**config.mk**
```make
export PLATFORM = sky130hd
export DESIGN_NAME = vfpd_fifo
export DESIGN_NICKNAME = d
export VERILOG_FILES = /design/src/design/vfpd_fifo.sv
export SDC_FILE = /design/constraint.sdc
export NUM_CORES = 1
export LEC_CHECK = 0
export BUFFER_PORTS_ARGS = -buffer_cell sky130_fd_sc_hd__buf_2
export CAP_MARGIN = 30
export CORE_MARGIN = 2
export CORE_UTILIZATION = 25
export CTS_CLUSTER_DIAMETER = 40
export DETAILED_ROUTE_END_ITERATION = 16
export GPL_TIMING_DRIVEN = 1
export RECOVER_POWER = 100
export SLEW_MARGIN = 10
export SYNTH_ARGS = -nofsm -noshare
export SYNTH_HDL_FRONTEND = slang
export SYNTH_SLANG_ARGS = --single-unit
```
**constraint.sdc**
```tcl
create_clock -name i_clk -period 3.3 [get_ports i_clk]
set_input_delay 0.495 -clock i_clk [delete_from_list [all_inputs] [get_ports i_clk]]
set_output_delay 0.495 -clock i_clk [all_outputs]
set_load 0.01 [all_outputs]
```
**src/design/vfpd_fifo.sv**
```systemverilog
module vfpd_fifo #(
    parameter int W = 8
) (
    input  logic         i_clk,
    input  logic         i_rst_n,
    input  logic         i_push,
    input  logic [W-1:0] i_data,
    output logic         o_full,
    input  logic         i_pop,
    output logic         o_valid,
    output logic [W-1:0] o_data
);
    logic [W-1:0] r_mem [2];
    logic         r_wp;
    logic         r_rp;
    logic [1:0]   r_cnt;

    assign o_full  = (r_cnt == 2'd2);
    assign o_valid = (r_cnt != 2'd0);
    assign o_data  = r_mem[r_rp];

    always_ff @(posedge i_clk) begin
        if (i_push) begin
            r_mem[r_wp] <= i_data;
        end
    end

    always_ff @(posedge i_clk) begin
        if (!i_rst_n) begin
            r_wp  <= 1'b0;
            r_rp  <= 1'b0;
            r_cnt <= 2'd0;
        end else begin
            if (i_push) begin
                r_wp <= ~r_wp;
            end
            if (i_pop) begin
                r_rp <= ~r_rp;
            end
            if (i_push && !i_pop) begin
                r_cnt <= r_cnt + 2'd1;
            end else if (i_pop && !i_push) begin
                r_cnt <= r_cnt - 2'd1;
            end
        end
    end
endmodule

```
## Word-level counts from Yosys, hierarchy flattened

Memories as Yosys holds them, arrays and structs flattened. A register that Yosys moved wholly into a read port is not among the register bits.
Index checks and enable logic that the tools add are counted.

| storage, ports and cells | value |
|---|---|
| flip-flop bits (word level) | 4 |
| bits in latches | 0 |
| RAM bits | 16 |
| ROM bits | 0 |
| bits of input ports | 12 |
| output and inout bits | 10 |
| logic and storage cells | 21 |
| memories kept | 1 |

Memories:

| memory | depth | bits a word | rd ports | clocked after Yosys merged registers in | write ports | line | RTL |
|---|---|---|---|---|---|---|---|
| r_mem | 2 | 8 | 1 | 1 | 1 | 13 | `logic [W-1:0] r_mem [2];` |

| cells by class | value |
|---|---|
| $add $sub $neg | 2 |
| multipliers | 0 |
| divide/modulo/power cells | 0 |
| magnitude comparators | 0 |
| equal/unequal tests | 1 |
| shift operators | 0 |
| multiplexer cells | 6 |
| bitwise operators | 2 |
| reduce and logical (&&, ||, !) cells | 6 |

Operators with widths:

| kind | count |
|---|---|
| 1-bit 2-to-1 mux | 4 |
| 2-bit 2-to-1 mux | 2 |
| 2-bit nonzero test | 2 |
| 2-bit by 1-bit adder with 2-bit output, second input constant | 1 |
| 2-bit == test, second input constant | 1 |
| 1-bit logical AND | 2 |
| 1-bit zero test | 2 |
| 1-bit inverter | 2 |
| 2-bit by 1-bit subtractor with 2-bit output, second input constant | 1 |

## Logic depth before layout (Yosys ltp)

| depth | value |
|---|---|
| depth after elaboration | 4 |
| gate-level depth with buffers | 5 |

## Worst setup path after synthesis

OpenSTA, ideal clock, no wires.

| path | value |
|---|---|
| kind | input to register |
| start | in i_pop |
| end | reg r_cnt[1] |
| library setup time | 0.070 ns |
| arrival time | 1.293 ns |
| required time | 3.230 ns |
| slack | 1.937 ns |
| stages on the path | 4 |
| buffers on the path | 0 |
| path through | inv_1 > ha_1 > or3_1 > a21boi_1 |

| on the way | value |
|---|---|
| word-level cells in the longest chain between the ends | 3 |

Ends and longest elaborated chain:

| item | line | RTL |
|---|---|---|
| from (decl) | 9 | `input logic i_pop,` |
| 1-bit zero test | 40 | `if (i_push && !i_pop) begin` |
| 1-bit logical AND | 40 |  |
| 2-bit 2-to-1 mux / 2-bit nonzero test (equally long branches) | -- |  |
| to (signal assigned) | 41 | `r_cnt <= r_cnt + 2'd1;` |
| to (signal assigned) | 43 | `r_cnt <= r_cnt - 2'd1;` |
| to (decl) | 16 | `logic [1:0] r_cnt;` |

Several ways; a longest one is shown, not always the timed one.
A chain may end at the register's enable or synchronous reset.

==> run summary <==
Outcome = finished, final reports clean
Fillers = 330
Avg Cell Area, Syn = 17.0 µm²
CTS clk-pin slew, worst paths = 0.10 ns
Clock sinks = 21
Num CTS Buffers = 3
GR Overflow Total = 0
Hold Crit Class = in2reg
WL per Instance = 11.2 µm
DRT Pass-1 Iters = 2
Routability cong. = 0.641
Sw power = 0.111 mW
Placed Cells = 111
Post-synth top area cell = edfxtp_1
# Post-CTS Setup Buffers = 0
Worst-Margin Slew = 0.763 ns
Highest net fanout along the worst path = 8
Post-Layout Cell Count = 115
Core area = 3050 µm²
Total wire length = 1.29 mm
Number of distinct library cells after synthesis = 16
DRT iter0 DRCs = 7
Post-synth top area share = 0.603
PostCTS Resize Cnt = 0
Final setup violation count = 0
Vias in the first global route = 420
Power Dens Cells = 514 nW/µm²
Leakage = 0.332 nW
Final Power = 0.492 mW
Starting density of the core = 0.261
Top cells by area, synth = edfxtp_1, dfxtp_1, mux2_2
Antenna diode count = 0
P&R area growth vs syn = 20.3%
Die Footprint = 3660 µm²
Die height = 60.5 µm
Cell internal pwr = 0.382 mW
Crit. End Element = output pin
Minimum clock period = 1.84 ns
Worst-case clock buffer depth = 2
I/O pin total = 22
Syn Std Cell Area = 797 µm²
Mapped Cells = 47
Total number of vias = 452
Final clock skew = 0.00351 ns
Cts hold-fix bufs = 0
Sequential element share of the synthesized area = 0.728
Logic gate share of total power = 0.128
Nets = 85
RSZ-0062 raised after global routing = no
Syn_nets = 60
Peak VDD IR = 0.000157 V
Die Wd = 60.5 µm
Clk_lat worst skew = 0.29 ns
Dpl hpwl = 960 µm
Setup TNS = 0 ns
Via/cell ratio = 3.93
Initial antenna violation count = 0
CTS root buffer = clkbuf_4
Net Sw Frac = 0.225
Sequential share of power = 0.636
Final Hold Fails = 0
First-pass GRT wire length = 1.84 mm
Slew HR = 0.491
Pin count of the biggest net entering global routing = 12
Final period util = 0.559
Slew Viols, Final = 0
Site row count = 20
Seq cells post-synth = 21
Clock power frac = 0.237
CP Class = reg2out
IO Port Bufs = 21
Top achievable clock speed = 542 MHz
Crit path launch type = register
Drt drc = 0
Layout cells sized above 1 = 0.254
Post-route cell area = 958 µm²
CP Data Arrival Time = 1.35 ns
Critical Path RT = 2.80 ns
Synth Warn # = 0
DRT antenna net count = 0
Placed Area = 952 µm²
Max H-tree Level = 1
CTS tree = yes
Total track usage = 0.0747
Max capacitance violation total = 0
[kinds of logic after synthesis]
kind of cell / synth area share
flip-flops: 0.728
AND/OR/NAND/NOR: 0.0738
multiplexers: 0.113
AO/OA/AOI/OAI: 0.0251
XOR/XNOR: 0.0330
buffers and inverters: 0.0110
adder cells (fa/ha/maj): 0.0157
[worst max-delay path, stage by stage, from the launching register on]
cell and delay [ns]:
dfxtp_1 0.55, mux2_2 0.38, clkbuf_1 0.13
[sequential cells by signal, indices dropped and copies added (netlist names), named ones only]
signal / count
r_cnt: 2
r_mem: 16
r_rp: 1
r_wp: 1
[cell type report]
type | instances | area [µm²] | area share
repair buffers | 21 | 85.1 | 0.0888
clock buffers | 4 | 26.3 | 0.0274
flip-flops and latches | 21 | 581 | 0.606
well taps | 44 | 55.1 | 0.0574
inverters | 1 | 3.75 | 0.00392
multi-input cells | 24 | 208 | 0.217
[power by group through the flow]
stage / Sequential [mW] / Clock [mW] / Combinational [mW]
after floorplan: 0.314 / 0 / 0.0464
after global placement: 0.319 / 0 / 0.0675
after detailed placement: 0.320 / 0 / 0.0688
after CTS: 0.313 / 0.124 / 0.0692
after global routing: 0.316 / 0.137 / 0.0696
final: 0.313 / 0.117 / 0.0628
[worst paths after layout]
kind / cells past startpoint / slack [ns] / end / startpoint
max reg2reg: 1 / 2.02 / r_mem[0][4] / r_wp
max: 2 / 1.46 / o_data[3] / register
min reg2reg: 2 / 0.52 / r_cnt[1] / r_cnt[1]
min: 1 / 0.39 / r_mem[0][4] / i_data[4]
[cells in the mapped netlist]
master    instances
a21boi_1          1
and2_1            4
and2b_2           1
buf_2             1
dfxtp_1           5
edfxtp_1         16
ha_1              1
inv_1             1
mux2_2            8
nor2b_1           2
o21a_1            1
o21ai_0           1
or2_2             1
or3_1             1
xnor2_1           1
xor2_1            2
[per-layer routing]
layer  vias to the layer above  GRT usage  wire length, µm
met3                         2     0.0405               92
li1                        218          -                -
met4                         0     0.0373               19
met2                        16      0.116              579
met1                       216     0.0832              593
met5                         -          0                0
[metrics by stage]
step / hold WS, ns / util / setup slack, ns
2_1_floorplan: 0.461 / - / 1.94
3_3_place_gp: 0.477 / 0.312 / 1.73
3_5_place_dp: 0.499 / 0.312 / 1.68
4_1_cts: 0.371 / 0.320 / 1.41
5_1_grt: 0.355 / 0.314 / 1.36
6_report: 0.388 / 0.314 / 1.46
[cells in the final DEF, fill, tap and decap left out]
master	n
edfxtp_1	16
a21boi_0	1
dfxtp_1	5
o21ai_0	1
mux2_2	8
or2_2	1
clkbuf_1	17
and2b_2	1
xnor2_1	1
xor2_1	2
inv_1	1
or3_1	1
ha_1	1
clkbuf_4	3
nor2b_1	2
o21a_1	1
buf_2	5
and2_0	4
Power figures use the tool's default switching activity.
