[config.mk]
export PLATFORM = sky130hd
export DESIGN_NAME = vfpd_front
export DESIGN_NICKNAME = d
export VERILOG_FILES = /design/src/design/vfpd_pkg.sv /design/src/design/vfpd_front.sv
export SDC_FILE = /design/constraint.sdc
export NUM_CORES = 2
export LEC_CHECK = 0
export ABC_AREA = 1
export ABC_CLOCK_PERIOD_IN_PS = 7750
export BUFFER_PORTS_ARGS = -buffer_cell sky130_fd_sc_hd__buf_2
export CAP_MARGIN = 15
export CORE_UTILIZATION = 44
export CTS_CLUSTER_DIAMETER = 50
export DETAILED_ROUTE_END_ITERATION = 8
export SLEW_MARGIN = 15
export SYNTH_ARGS = -nofsm -noshare
export SYNTH_HDL_FRONTEND = slang
export SYNTH_SLANG_ARGS = --single-unit
[constraint.sdc]
create_clock -name i_clk -period 7.75 [get_ports i_clk]
set_input_delay 0.3875 -clock i_clk [delete_from_list [all_inputs] [get_ports i_clk]]
set_output_delay 0.3875 -clock i_clk [all_outputs]
set_load 0.005 [all_outputs]
[src/design/vfpd_pkg.sv]
package vfpd_pkg;

    localparam int CFG_AW = 3;
    localparam int PT_W   = 112;

    typedef enum logic [CFG_AW-1:0] {
        CFG_MIN_X,
        CFG_MIN_Y,
        CFG_MIN_Z,
        CFG_MAX_X,
        CFG_MAX_Y,
        CFG_MAX_Z,
        CFG_RES,
        CFG_GRID
    } t_cfg_idx;

    localparam logic REQ_POINT = 1'b0;
    localparam logic REQ_CLEAR = 1'b1;

    typedef struct packed {
        logic signed [31:0] min_x;
        logic signed [31:0] min_y;
        logic signed [31:0] min_z;
        logic signed [31:0] max_x;
        logic signed [31:0] max_y;
        logic signed [31:0] max_z;
        logic [15:0]        res;
        logic [23:0]        dims;
    } t_cfg;

    typedef struct packed {
        logic [15:0]        refl;
        logic signed [31:0] z;
        logic signed [31:0] y;
        logic signed [31:0] x;
    } t_point;

    typedef enum logic [2:0] {
        F_IDLE,
        F_CHK,
        F_DIV,
        F_MUL1,
        F_MUL2,
        F_PUSH
    } t_fstate;

    typedef enum logic [1:0] {
        B_CLR,
        B_IDLE,
        B_CHK
    } t_bstate;

endpackage

[src/design/vfpd_front.sv]
module vfpd_front #(
    parameter int MAX_SIDE = 64,
    parameter int CW       = 6
) (
    input  logic                  i_clk,
    input  logic                  i_rst_n,
    input  vfpd_pkg::t_cfg        i_cfg,
    input  logic                  i_valid,
    output logic                  o_ready,
    input  logic                  i_type,
    input  vfpd_pkg::t_point      i_pt,
    output logic                  o_push,
    input  logic                  i_full,
    output logic                  o_clr,
    output logic                  o_ok,
    output logic [3*CW-1:0]       o_idx,
    output vfpd_pkg::t_point      o_pt
);
    import vfpd_pkg::*;

    localparam int NW = $clog2(MAX_SIDE + 1);
    localparam int DW = CW + 16;
    localparam int SW = (CW > 1) ? $clog2(CW) : 1;
    localparam int IW = 3 * CW;

    t_fstate r_state, n_state;
    logic             r_type;
    t_point           r_pt;
    logic [2:0]       r_ok;
    logic [DW-1:0]    r_rem [3];
    logic [CW-1:0]    r_q   [3];
    logic [SW-1:0]    r_step;
    logic [2*CW-1:0]  r_t;
    logic [IW-1:0]    r_idx;

    logic [15:0]        res_eff;
    logic [NW-1:0]      cnt [3];
    logic [7:0]         raw [3];
    logic signed [31:0] pos [3];
    logic signed [31:0] lo  [3];
    logic signed [31:0] hi  [3];
    logic signed [32:0] off [3];
    logic [NW+15:0]     lim [3];
    logic [2:0]         ok;
    logic [DW-1:0]      dsh;
    logic [CW+NW-1:0]   m1;
    logic [2*CW+NW-1:0] m2;

    always_comb begin
        res_eff = (i_cfg.res == 16'd0) ? 16'd1 : i_cfg.res;
        raw[0] = i_cfg.dims[7:0];
        raw[1] = i_cfg.dims[15:8];
        raw[2] = i_cfg.dims[23:16];
        pos[0] = r_pt.x;     pos[1] = r_pt.y;     pos[2] = r_pt.z;
        lo[0]  = i_cfg.min_x; lo[1] = i_cfg.min_y; lo[2] = i_cfg.min_z;
        hi[0]  = i_cfg.max_x; hi[1] = i_cfg.max_y; hi[2] = i_cfg.max_z;
        for (int a = 0; a < 3; a++) begin
            cnt[a] = (32'(raw[a]) > MAX_SIDE) ? NW'(MAX_SIDE) : NW'(raw[a]);
            off[a] = {pos[a][31], pos[a]} - {lo[a][31], lo[a]};
            lim[a] = cnt[a] * res_eff;
            ok[a]  = (pos[a] >= lo[a]) && (pos[a] < hi[a]) &&
                     (off[a][31:0] < 32'(lim[a]));
        end
        dsh = DW'(res_eff) << r_step;
        m1  = r_q[2] * cnt[1];
        m2  = r_t * cnt[0];
    end

    always_comb begin
        n_state = r_state;
        o_ready = 1'b0;
        o_push  = 1'b0;
        case (r_state)
            F_IDLE: begin
                o_ready = 1'b1;
                if (i_valid) begin
                    n_state = (i_type == REQ_CLEAR) ? F_PUSH : F_CHK;
                end
            end
            F_CHK:  n_state = F_DIV;
            F_DIV: begin
                if (r_step == '0) begin
                    n_state = F_MUL1;
                end
            end
            F_MUL1: n_state = F_MUL2;
            F_MUL2: n_state = F_PUSH;
            F_PUSH: begin
                if (!i_full) begin
                    o_push  = 1'b1;
                    n_state = F_IDLE;
                end
            end
            default: n_state = F_IDLE;
        endcase
    end

    always_ff @(posedge i_clk) begin
        if (!i_rst_n) begin
            r_state <= F_IDLE;
        end else begin
            r_state <= n_state;
        end
    end

    always_ff @(posedge i_clk) begin
        case (r_state)
            F_IDLE: begin
                r_type <= i_type;
                r_pt   <= i_pt;
                r_ok   <= 3'b000;
            end
            F_CHK: begin
                r_ok   <= ok;
                r_step <= SW'(CW - 1);
                for (int a = 0; a < 3; a++) begin
                    r_rem[a] <= off[a][DW-1:0];
                    r_q[a]   <= '0;
                end
            end
            F_DIV: begin
                for (int a = 0; a < 3; a++) begin
                    if (r_rem[a] >= dsh) begin
                        r_rem[a]       <= r_rem[a] - dsh;
                        r_q[a][r_step] <= 1'b1;
                    end
                end
                r_step <= r_step - SW'(1);
            end
            F_MUL1: r_t   <= (2*CW)'(m1) + (2*CW)'(r_q[1]);
            F_MUL2: r_idx <= IW'(m2) + IW'(r_q[0]);
            default: ;
        endcase
    end

    assign o_clr = (r_type == REQ_CLEAR);
    assign o_ok  = &r_ok;
    assign o_idx = r_idx;
    assign o_pt  = r_pt;
endmodule

# After elaboration in Yosys (flattened, before gate mapping)
# Memories as Yosys holds them, arrays and structs flattened.
# Index checks and enable logic that the tools add are counted.
[word_totals] mem_bits_rw=84 ff_bits=152 n_memories=2
[memory_table] name="r_rem" words=3 word_bits=22 rd=3 rd_ports_with_merged_regs=0 wr=3 line_no="vfpd_front.sv:30" rtl="logic [DW-1:0] r_rem [3];"
[memory_table] name="r_q" words=3 word_bits=6 rd=3 rd_ports_with_merged_regs=0 wr=3 line_no="vfpd_front.sv:31" rtl="logic [CW-1:0] r_q [3];"
[classes] bitwise=21 order_cmp=17 mul=5 addsub=9 reduce_logical=14 mux=51 shifts=1 eq_ne=8
[ops] op="$ge A32 B32 Y1" n=3
[ops] op="$lt A32 B23 Y1" n=3
[ops] op="$lt A32 B32 Y1" n=3
[ops] op="$sub A32 B32 Y32" n=3
[ops] op="$mul A7 B16 Y23" n=3
[ops] op="$ge A22 B22 Y1" n=3
[ops] op="$mux W22" n=3
[ops] op="$sub A22 B22 Y22" n=3
[ops] op="$mux W1" n=33
[ops] op="$gt A8 B7 Y1 const B" n=3
[ops] op="$shl A16 B3 Y22" n=1
[ops] op="$mux W7" n=3
[ops] op="$or A1 B1 Y1" n=21
[ops] op="$add A18 B6 Y18" n=1
[ops] op="$mul A12 B7 Y18" n=1
[ops] op="$mux W6" n=3
[ops] op="$pmux W3 S6" n=1
[ops] op="$logic_not A16 Y1" n=1
[ops] op="$mux W16" n=1
[ops] op="$add A12 B6 Y12" n=1
[ops] op="$mul A6 B7 Y12" n=1
[ops] op="$mux W3" n=4
[ops] op="$pmux W3 S2" n=2
[ops] op="$logic_and A1 B1 Y1" n=7
[ops] op="11 further kinds" n=18

# Logic depth before layout (Yosys ltp)
[depth] ltp_word=8 mapped_depth=35 depth_no_buf=33

# Worst setup path before layout
# OpenSTA, ideal clock, no wires.
[synth_path] kind="input to register" from="input i_cfg[14] (netlist name)" to="register r_ok[1], data pin" t_required_ps=7604 path_buffers=2 slack_ps=1660 cell_stages=31 setup_time_ps=146 arrival_time_ps=5945 cell_sequence="nor2_1 -> buf_2 -> inv_1 -> nor2_1 -> inv_1 -> clkbuf_1 -> nor2_1 -> fa_1 -> fa_1 -> fa_1 -> inv_1 -> fa_1 -> inv_1 -> ha_1 -> a21oi_1 -> inv_1 -> a21oi_1 -> nand2_1 -> a31oi_1 -> o21ai_1 -> a21boi_0 -> o21ai_1 -> xor2_1 -> ha_1 -> nor2_1 -> nand3_1 -> nor2_1 -> nand2_1 -> nor2_1 -> nand4_1 -> a21oi_1"
[synth_via] elab_chain_len=6
[synth_rtl] item="start: declaration" line_no="vfpd_front.sv:7" rtl="input vfpd_pkg::t_cfg i_cfg,"
[synth_rtl] item="$gt A8 B7 Y1" line_no="vfpd_front.sv:58" rtl="cnt[a] = (32'(raw[a]) > MAX_SIDE) ? NW'(MAX_SIDE) : NW'(raw[a]);"
[synth_rtl] item="$mux W7 (*)" line_no="vfpd_front.sv:58"
[synth_rtl] item="$mul A7 B16 Y23 (*)" line_no="vfpd_front.sv:60" rtl="lim[a] = cnt[a] * res_eff;"
[synth_rtl] item="$lt A32 B23 Y1 (*)" line_no="vfpd_front.sv:62" rtl="(off[a][31:0] < 32'(lim[a]));"
[synth_rtl] item="$logic_and A1 B1 Y1 (*)" line_no="vfpd_front.sv:61" rtl="ok[a] = (pos[a] >= lo[a]) && (pos[a] < hi[a]) &&"
[synth_rtl] item="$pmux W3 S2 (*)" line_no="vfpd_front.sv:107" rtl="case (r_state)"
[synth_rtl] item="end signal: assignment" line_no="vfpd_front.sv:114" rtl="r_ok <= ok;"
[synth_rtl] item="end: declaration" line_no="vfpd_front.sv:29" rtl="logic [2:0] r_ok;"
# Mark *: on every way between the ends. The rest lies on a longest branch, timed or not.
# A chain may end at the register's enable or synchronous reset.

# Final worst setup path
[layout_path] from="input i_cfg[18] (netlist name)" to="register r_ok[2], data pin"
# Same word-level chain as after synthesis.

==> out/metrics.cfg <==
[cells_and_area]
final_cell_mix = 1136 x nand2_1, 914 x inv_1, 655 x nor2_1
nets = 6707
drive_above_1_share_pct = 11.6
area_growth_syn_to_layout_pct = 17.3
postLayoutCellArea_sq_um = 43200
final_cells = 6656
final_common_cell = nand2_1

[global_routing]
grt_pass1_wl_microns = 183000
grt_max_degree = 69
antenna_found_initial = 5
grt_overflow_total = 0
grt.total_usage_pct = 27.4
first_global_vias = 33800

[clock_network]
cts_setup_buffers = 0
path_clk_slew_ns = 0.06
cts_made_buffers = 43
clockBufferDepth = 3
clkSinkCount = 236
htreeDepth = 2
cts_root_buffer = clkbuf_16
clock_latency_ns = 0.60
tritoncts = done

[timing]
slew_headroom_pct = 11.1
finalHoldViolations = 0
fmax_ghz = 0.150
fin_tns_setup_ns = 0
finalSetupViolations = 0
holdWs_ns = 0.0769
drv_slew = 0
rsz0062_at_grt = no
worst_pin_slew_ns = 1.33
fin_crit_ns = 6.65
finalCritPeriodShare_pct = 85.8
finClkSkew_ns = 0.0207

[min_path]
hp-class = input pin to flop

[logic_synthesis]
syn_inst = 4938
async_flop_share_pct = 0
syn_area_sq_um = 36800
synth_fa_ha_area_share_pct = 33.4
synth_fp_nets = 6096
avgSynthCellArea_sq_um = 7.45
ys_ff_latch = 236
synth_compound_area_share_pct = 9.95
synth_xor_area_share_pct = 5.12
synthMuxAreaShare_pct = 0.109
post_synth_and_or_nand_nor_area_fraction_pct = 21.7
synth_top_family_by_area = adder cells
synth_edf_count = 233
synth_cell_types = 55
ys_warn_count = 0
synthFlopType = edfxtp_1
ys_seq_area_share_pct = 19.2

[routing]
drc = 0
ant_nets = 0
wirelength_microns = 116000
via_count = 33800
drt_iter0_markers = 2084
wire_per_inst_microns = 17.4
dr.pass1.iters = 7
via_per_inst = 5.08

[critical_path]
setup.worst_path.start_class = input pin
worst-path-max-fanout = 13
setup.worst_path.end_class = flop
crit_arrival_ns = 7.05
max_stage_delay_ns = 0.59
worstSetupPathType = input pin to flop
cp_slowest_cell = fa_1
cp.required_ns = 8.14

[floorplanning]
die_area_sq_um = 84800
rows = 105
die_w_microns = 291
die_h_microns = 291
initial_utilization_pct = 44.7
core_area_sq_um = 82400
ioPinCount = 483

[outcome]
status = finished clean

[placement]
place_congestion = 0.933
placed_cell_area_sq_um = 40600
dp_cells = 6461
port_buffers = 482
hpwl_microns = 95800

[power_and_ir_drop]
ir_drop_uv = 236
p_leak_nw = 23.0
power.density_nw_per_um2 = 358
power.total_mw = 15.5

[run]
drv_cap = 0

## what timing repair did
| item | in CTS | in global routing |
|---|---|---|
| endpoints found under the hold margin | 113 | 0 |
| hold buffers | 113 | 0 |
| resized for setup | 0 | 0 |
## routing by layer
| layer | GRT usage [%] | routed length [microns] | up-vias |
|---|---|---|---|
| met3 | 5.31 | 8540 | 213 |
| met4 | 9.47 | 4180 | 2 |
| li1 | - | - | 16900 |
| met2 | 44.5 | 52500 | 1105 |
| met1 | 36.3 | 50600 | 15500 |
| met5 | 0 | 13 | - |
## cell families (layout without fill, tap and decap cells)
family                     count (synthesis)  after routing
xor gates and xnor gates                 215            215
other                                      0              4
buffers and inverters                   1005           1649
DFF                                      236            236
adders and majority gates                809            809
AOI/OAI and AO/OA                        653            653
and+or+nand+nor                         2016           2016
muxes                                      4              4
## flip-flops by register name, summed over array words and instances, names as in the netlist
signal	flops
o_pt	112
r_state	3
r_ok	3
o_clr	1
r_rem	66
o_idx	18
r_t	12
r_q	18
r_step	3
## per-stage QoR
stage | utilization (%) | setup slack, ns
after floorplan | - | 1.66
after global placement | 49.2 | 0.486
after detailed placement | 49.3 | 0.525
after CTS | 52.4 | 1.14
after global routing | 52.4 | 0.727
final | 52.4 | 1.10
## synthesized netlist by cell type (4+ instances only)
cell      count  area, sq um
nand2_1    1136         4260
inv_1       914         3430
nor2_1      656         2460
ha_1        519         6490
a21oi_1     342         1710
fa_1        290         5810
edfxtp_1    233         7000
o21ai_0     131          656
xor2_1      126         1100
nand3_1     118          591
xnor2_1      89          780
clkbuf_1     62          233
nand4_1      32          200
o21ai_1      30          150
nor3_1       26          130
o21bai_1     26          195
a31oi_1      24          150
nor4_1       16          100
a21boi_0     14          105
a21o_1       13         97.6
o21a_1       13         97.6
a21oi_2      11         96.3
clkinv_1     10         37.5
a211oi_1      9         67.6
nand3b_1      9         67.6
o211ai_1      8         60.1
buf_6         7         78.8
a221oi_1      6         52.6
nand2_2       6         37.5
o21ai_2       6         52.6
a31o_2        5         43.8
o31ai_1       5         37.5
buf_2         4         20.0
mux2i_1       4         40.0
## worst paths after layout
kind             start    endpoint  slack [ns]  cells past startpoint
max          i_cfg[18]     r_ok[2]        1.10                     30
min            i_rst_n  r_state[1]        0.08                      2
max reg2reg  r_step[0]  r_q[0][11]        2.15                     18
min reg2reg  r_q[0][6]      r_t[0]        0.56                      1
## worst max-delay path: cells and delay by family
| family | cells | cell delay, ns |
|---|---|---|
| AOI/OAI and AO/OA | 7 | 1.35 |
| xor gates and xnor gates | 1 | 0.25 |
| adders and majority gates | 6 | 2.73 |
| and+or+nand+nor | 11 | 1.61 |
| buffers and inverters | 5 | 0.71 |
## final cells by class
cell class | count | area [sq um]
fill | 8111 | 39200
multi-input combinational | 3697 | 25900
sequential | 236 | 7060
timing repair buffer | 646 | 3940
inverter | 925 | 3470
tap | 1070 | 1340
clock buffer | 51 | 1160
clock inverter | 27 | 304
antenna | 4 | 10.0
## power breakdown
| group | switching, mW | internal [mW] |
|---|---|---|
| combinational | 6.78 | 3.90 |
| clock | 0.728 | 1.24 |
| sequential | 0.400 | 2.42 |
| total | 7.91 | 7.56 |
Note: power is estimated with default switching activity, not from simulation.
